==> config.mk <==
export PLATFORM = sky130hd
export DESIGN_NAME = vrvp_front
export DESIGN_NICKNAME = d
export VERILOG_FILES = /design/src/hdl/vrvp_pkg.sv /design/src/hdl/vrvp_front.sv
export SDC_FILE = /design/constraint.sdc
export NUM_CORES = 1
export LEC_CHECK = 0
export ABC_AREA = 0
export ABC_CLOCK_PERIOD_IN_PS = 1990
export CORE_MARGIN = 1.5
export CORE_UTILIZATION = 40
export DETAILED_ROUTE_END_ITERATION = 7
export DONT_BUFFER_PORTS = 1
export HOLD_SLACK_MARGIN = 0.05
export PLACE_DENSITY_LB_ADDON = 0.05
export SETUP_SLACK_MARGIN = 0.1
export SLEW_MARGIN = 20
export SYNTH_ARGS = -nofsm -noshare
export SYNTH_HDL_FRONTEND = slang
export SYNTH_SLANG_ARGS = --single-unit
==> constraint.sdc <==
create_clock -name aclk -period 1.99 [get_ports aclk]
set_clock_uncertainty 0.2 [all_clocks]
set_input_delay 0.0995 -clock aclk [delete_from_list [all_inputs] [get_ports aclk]]
set_output_delay 0.0995 -clock aclk [all_outputs]
set_load 0.01 [all_outputs]
==> src/hdl/vrvp_pkg.sv <==
// Package for the video register VRAM port: operation codes, register
// indexes and mirroring modes. No dependencies.
package vrvp_pkg;

    localparam int NAMETABLE_BYTES_DEF  = 2048;
    localparam int PATTERN_BYTES_DEF    = 8192;
    localparam int SPRITE_MEM_BYTES     = 256;
    localparam int PALETTE_BYTES        = 32;
    localparam int QUEUE_DEPTH          = 2;

    typedef enum logic [1:0] {
        OP_WRITE  = 2'd0,
        OP_READ   = 2'd1,
        OP_STATUS = 2'd2,
        OP_NONE   = 2'd3
    } op_t;

    localparam logic [2:0] REG_CTRL   = 3'd0;
    localparam logic [2:0] REG_MASK   = 3'd1;
    localparam logic [2:0] REG_STATUS = 3'd2;
    localparam logic [2:0] REG_OAMADR = 3'd3;
    localparam logic [2:0] REG_OAMDAT = 3'd4;
    localparam logic [2:0] REG_SCROLL = 3'd5;
    localparam logic [2:0] REG_ADDR   = 3'd6;
    localparam logic [2:0] REG_DATA   = 3'd7;

    localparam logic [1:0] MIR_VERTICAL   = 2'd0;
    localparam logic [1:0] MIR_HORIZONTAL = 2'd1;
    localparam logic [1:0] MIR_SINGLE_LO  = 2'd2;
    localparam logic [1:0] MIR_SINGLE_HI  = 2'd3;

    localparam logic [13:0] PAL_BASE  = 14'h3F00;
    localparam logic [13:0] PAT_LAST  = 14'h1FFF;

    // Classified command that travels from front to back.
    typedef struct packed {
        op_t        op;
        logic [2:0] reg_index;
        logic [7:0] wdata;
        logic [2:0] status;
    } cmd_t;

    typedef enum logic [1:0] {
        ST_IDLE = 2'd0,
        ST_MEM  = 2'd1,
        ST_OUT  = 2'd2
    } state_t;

endpackage

==> src/hdl/vrvp_front.sv <==
// Front end: accepts input beats and queues them as commands.
// Depends on vrvp_pkg.
module vrvp_front
    import vrvp_pkg::*;
(
    input  logic        aclk,
    input  logic        aresetn,
    input  logic        s_tvalid,
    output logic        s_tready,
    input  logic [15:0] s_tdata,
    output logic        q_valid,
    input  logic        q_pop,
    output cmd_t        q_cmd
);
    cmd_t       mem_reg [QUEUE_DEPTH];
    logic       wp_reg, wp_next, rp_reg, rp_next;
    logic [1:0] cnt_reg, cnt_next;
    logic       push;
    cmd_t       in_cmd;

    always_comb begin
        in_cmd.op        = op_t'(s_tdata[1:0]);
        in_cmd.reg_index = s_tdata[4:2];
        in_cmd.wdata     = s_tdata[12:5];
        in_cmd.status    = s_tdata[15:13];
    end

    assign s_tready = (cnt_reg != 2'(QUEUE_DEPTH));
    assign push     = s_tvalid && s_tready;
    assign q_valid  = (cnt_reg != 2'd0);
    assign q_cmd    = mem_reg[rp_reg];

    always_comb begin
        wp_next  = push ? ~wp_reg : wp_reg;
        rp_next  = (q_pop && q_valid) ? ~rp_reg : rp_reg;
        cnt_next = cnt_reg + 2'(push) - 2'(q_pop && q_valid);
    end

    always_ff @(posedge aclk) begin
        if (!aresetn) begin
            wp_reg  <= 1'b0;
            rp_reg  <= 1'b0;
            cnt_reg <= 2'd0;
        end else begin
            wp_reg  <= wp_next;
            rp_reg  <= rp_next;
            cnt_reg <= cnt_next;
        end
        if (push) mem_reg[wp_reg] <= in_cmd;
    end

    a_cnt_range: assert property (@(posedge aclk) disable iff (!aresetn)
        cnt_reg <= 2'(QUEUE_DEPTH)) else $error("queue count overflow");
    a_full_stall: assert property (@(posedge aclk) disable iff (!aresetn)
        (cnt_reg == 2'(QUEUE_DEPTH)) |-> !s_tready) else $error("ready while full");
    a_pop_valid: assert property (@(posedge aclk) disable iff (!aresetn)
        (cnt_reg == 2'd0) |-> !q_valid) else $error("valid while empty");
endmodule

**After elaboration in Yosys (flattened, before gate mapping)**

Memories as Yosys holds them, arrays and structs flattened. A register that Yosys moved wholly into a read port is not among the register bits.
Index checks and enable logic that the tools add are counted.

- Bitwise gates (word level): 2
- Equality and inequality tests: 1
- Multiplexer cells: 4
- Reductions and logical operators: 3
- Add/subtract/negate cells: 2

Operators by type and width:

| operator | number |
|---|---|
| $mux 1 | 4 |
| $add 2x1->2 | 1 |
| $logic_and 1x1->1 | 2 |
| $ne 2x2->1 const B | 1 |
| $not 1->1 | 2 |
| $reduce_bool 2->1 | 1 |
| $sub 2x1->2 | 1 |

- Memories kept: 1
- Bits in registers: 4
- Logic and storage cells: 16
- RAM bits: 32
- Input port bits: 20
- Output and inout bits: 18

Memories:

| memory | depth | width | read ports | clocked after Yosys merged registers in | write ports | RTL line | source |
|---|---|---|---|---|---|---|---|
| mem_reg | 2 | 16 | 1 | 1 | 1 | vrvp_front.sv:15 | `cmd_t mem_reg [QUEUE_DEPTH];` |

**Depth between registers and ports, before layout**

- Depth after elaboration: 4
- Gate-level depth with buffers: 8
- Mapped depth without buffers: 8

**Worst setup path before layout**

No wires, ideal clock.

- Path type: reg-to-reg
- From: reg cnt_reg[0]
- To: mem mem_reg[0][0] in the netlist's numbering, enable pin
- Arrival time: 1.351 ns
- Path buffers: 0
- Cell stages (with the launch flop): 4
- Slack: 0.051 ns
- Library setup time: 0.388 ns
- Clock period less this slack: 1.939 ns
- Required time: 1.402 ns
- Cell sequence: dfxtp_1 -> nand2b_1 -> nand2_1 -> nor2_1

- Longest elaborated chain between the ends: 4

Ends and longest elaborated chain:

| element | RTL line | source |
|---|---|---|
| from (decl) | vrvp_front.sv:17 | `logic [1:0] cnt_reg, cnt_next;` |
| from (signal assigned) | vrvp_front.sv:47 | `cnt_reg <= cnt_next;` |
| $ne 2x2->1 | vrvp_front.sv:28 | `assign s_tready = (cnt_reg != 2'(QUEUE_DEPTH));` |
| via s_tready | vrvp_front.sv:9 | `output logic s_tready,` |
| $logic_and 1x1->1 | vrvp_front.sv:29 | `assign push = s_tvalid && s_tready;` |
| $mux 1 | vrvp_front.sv:49 | `if (push) mem_reg[wp_reg] <= in_cmd;` |
| $mux 1 (not written as such) | vrvp_front.sv:49 |  |
| to (decl) | vrvp_front.sv:15 |  |

The timed path passes the listed nets, and every way through them passes these cells.

**Worst setup path after layout**

- From: reg cnt_reg[1]
- To: reg cnt_reg[1]

- Longest elaborated chain between the ends: 4
- Elaborated cells on any way between the ends: 6
- Classes of those cells: add/sub (2); eq/ne (1); reduce/logical (3)

Ends and longest elaborated chain:

| element | RTL line | source |
|---|---|---|
| $ne 2x2->1 | vrvp_front.sv:28 |  |
| $logic_and 1x1->1 | vrvp_front.sv:29 |  |
| $add 2x1->2 | vrvp_front.sv:36 | `cnt_next = cnt_reg + 2'(push) - 2'(q_pop && q_valid);` |
| $sub 2x1->2 * | vrvp_front.sv:36 |  |

Every way passes the cells marked *; elsewhere a longest branch is shown, timed or not.
A chain may end at the register's enable or synchronous reset.

==> metrics <==
Avg Cell Area, Syn 19.5 µm²; Yosys reg bits 37; Largest register FFs 32; Pwr Density between 1000 and 1500 mW/mm²; register area share after synthesis 0.734; critical path cell sequence o21a_2 > ha_1 > inv_1 > ha_1 > xnor2_2 > xnor2_1 > and2_1; Max clock buf depth 2; Synth top area share 0.665; CP top delay family adder cells; GRT overflow 0; DRT iter0 DRCs 6; Hold Violations, Final 0; Worst path depth 7; buffers added on ports 0; Clock power frac 0.181; # clock sinks 37; simple-gate share of the synthesized area 0.0424; Setup crit start kind flop; Min Hold Slack around 220 ps; Die W roughly 63 µm; M3 GR Usage 0.0625; hold path depth 1; Int Pwr 1.43 mW; largest net degree at the start of global routing 12; met2 Usage GRT 0.182; die area 0.00398 mm²; cell taking the most area after synthesis edfxtp_1; crit end category flop; via density per instance 4.67; R2R cell count 7; crit path max fanout 4; Ys Warns 0; xor/xnor share of the synthesized area 0.0182; M1 GR Usage 0.125; post-CTS setup buffer count 0; CP peak stage delay 370 ps; num ports 38; fraction of layout cells with a size suffix above 1 0.349; grt peak-use layer met2; all-layer global routing usage 0.115; Root Driver clkbuf_4; WL final 2.07 mm; register area 0.00106 mm²; Sw Ratio 0.276; max-cap viol count 0; critical path's slowest cell dfxtp_2; fill count 299; Rel. slew slack 0.883; Clock Latency Late Sink between 300 and 400 ps; htree depth 2; Reg2Reg Setup Slack 200 ps; multi-input logic area 369 µm²; main combinational cell family by area after synthesis multiplexers; first-pass GRT wire length 3.28 mm; per-cell routed wire length 13.6 µm; drt pass-1 iters 3; Synth Area in Adders 0.0173; Crit Path Class reg2reg; sw power 0.547 mW; Worst Path Buf+Inv 1; site row count 21; Tmin final around 1800 ps; Hold/Removal Path Class in2reg; worst vdd ir roughly 0.56 mV; crit path DAT 1820 ps; Layout Nets 127; cell count after synthesis 74; RD Place Congestion a little over 0.7; combinational share of power 0.297; Netlist cell types 18; core area 0.00339 mm²; dpl hpwl 1.39 mm; setup repair after global routing missed its margin false; leakage 0.652 nW; number of antenna diodes 0; Synth Area in Compound Gates 0.00606; Setup-failing EPs final 0; Net Count, Synth 96; Synth area leaders edfxtp_1 (66%), mux2_4 (10%), dfxtp_1 (6.9%); Area Growth Syn to Fin 23.6%; post-layout util 0.527; Final Max Tran Viols 0; CP Data Required Time 2020 ps; antenna-violating nets left 0; setup TNS 0 ps; Sequential Power Share 0.522; Top cell by count, worst path ha_1; vias in the first global route 700; clock tree from TritonCTS built; Starting Density 0.426; Worst Max-Slew Pin Slew 174 ps; Achievable Freq 0.557 GHz; mux cell area share after synthesis 0.158; initial antenna violation count 0; Via Count 710; Die Y 63.1 µm; cts bufs inserted 5; clk slew on worst S/H paths 100 ps; DRC viols 0; crit share post-route 0.902; status finished clean; Final Cell Area 0.00179 mm²; Post-DP Area between 0.0015 and 0.002 mm²; synthesized area 0.00145 mm²
cells by family (layout without fill, tap and decap cells):
family,Yosys count,after routing
flip-flops,37,37
AO/OA/AOI/OAI,1,1
buffers and inverters,3,35
AND/OR/NAND/NOR,11,11
multiplexers,17,17
XOR/XNOR,3,3
adder cells (fa/ha/maj),2,2
worst paths after layout:
kind          startpoint            end
max           cnt_reg[1]     cnt_reg[1]
min          s_tdata[14]  mem_reg[1][1]
max reg2reg   cnt_reg[1]     cnt_reg[1]
min reg2reg       wp_reg         wp_reg
cells in the mapped netlist, drive strengths merged:
library cell,count
edfxtp,32
mux2,16
dfxtp,5
xnor2,3
and2,2
buf,2
ha,2
nand2,2
nand2b,2
nor2b,2
and3,1
inv,1
mux2i,1
nor2,1
o21a,1
or2,1
through the flow:
| step | setup WS [ps] | power [mW] | cells |
|---|---|---|---|
| 6_report | 196 | 1.98 | 152 |
| 5_1_grt | 123 | 2.10 | 152 |
| 4_1_cts | 152 | 1.98 | 152 |
| 3_5_place_dp | 163 | 1.59 | 125 |
| 3_3_place_gp | 221 | 1.58 | 125 |
| 2_1_floorplan | 166 | 1.50 | 74 |
routing by layer:
metal,vias up,wire (µm)
met5,-,0
met4,0,47
met3,5,181
met2,28,1030
met1,340,813
li1,337,-
power groups by stage:
stage | Clock, mW | Combinational (mW) | Sequential, mW
detailed placement | 0 | 0.550 | 1.04
finish | 0.358 | 0.588 | 1.03
floorplan | 0 | 0.468 | 1.03
global placement | 0 | 0.546 | 1.04
CTS | 0.375 | 0.585 | 1.02
global route | 0.408 | 0.644 | 1.05
area by class of cell:
class / count / share of cell area
multi-input cells: 34 / 0.207
well taps: 46 / 0.0322
repair buffers: 26 / 0.136
clock inverters: 1 / 0.00280
inverters: 1 / 0.00210
flip-flops and latches: 37 / 0.595
clock buffers: 7 / 0.0252
layout by cell type (no fill, tap or decap), drive strengths merged:
cell	synthesis	routed
or2	1	1
clkbuf	0	7
o21a	1	1
dlygate4sd3	0	19
mux2i	1	1
nand2b	2	2
nor2	1	1
ha	2	2
xnor2	3	3
buf	2	7
nand2	2	2
inv	1	1
mux2	16	16
edfxtp	32	32
nor2b	2	2
and2	2	2
and3	1	1
clkinv	0	1
dfxtp	5	5
repair_timing:
| action | in CTS | in global routing |
|---|---|---|
| hold buffers | 19 | 0 |
| gates resized for setup | 0 | 5 |
| setup endpoints to repair | 0 | 1 |
| hold endpoints to repair | 43 | 0 |
(Power assumes the default switching activity.)
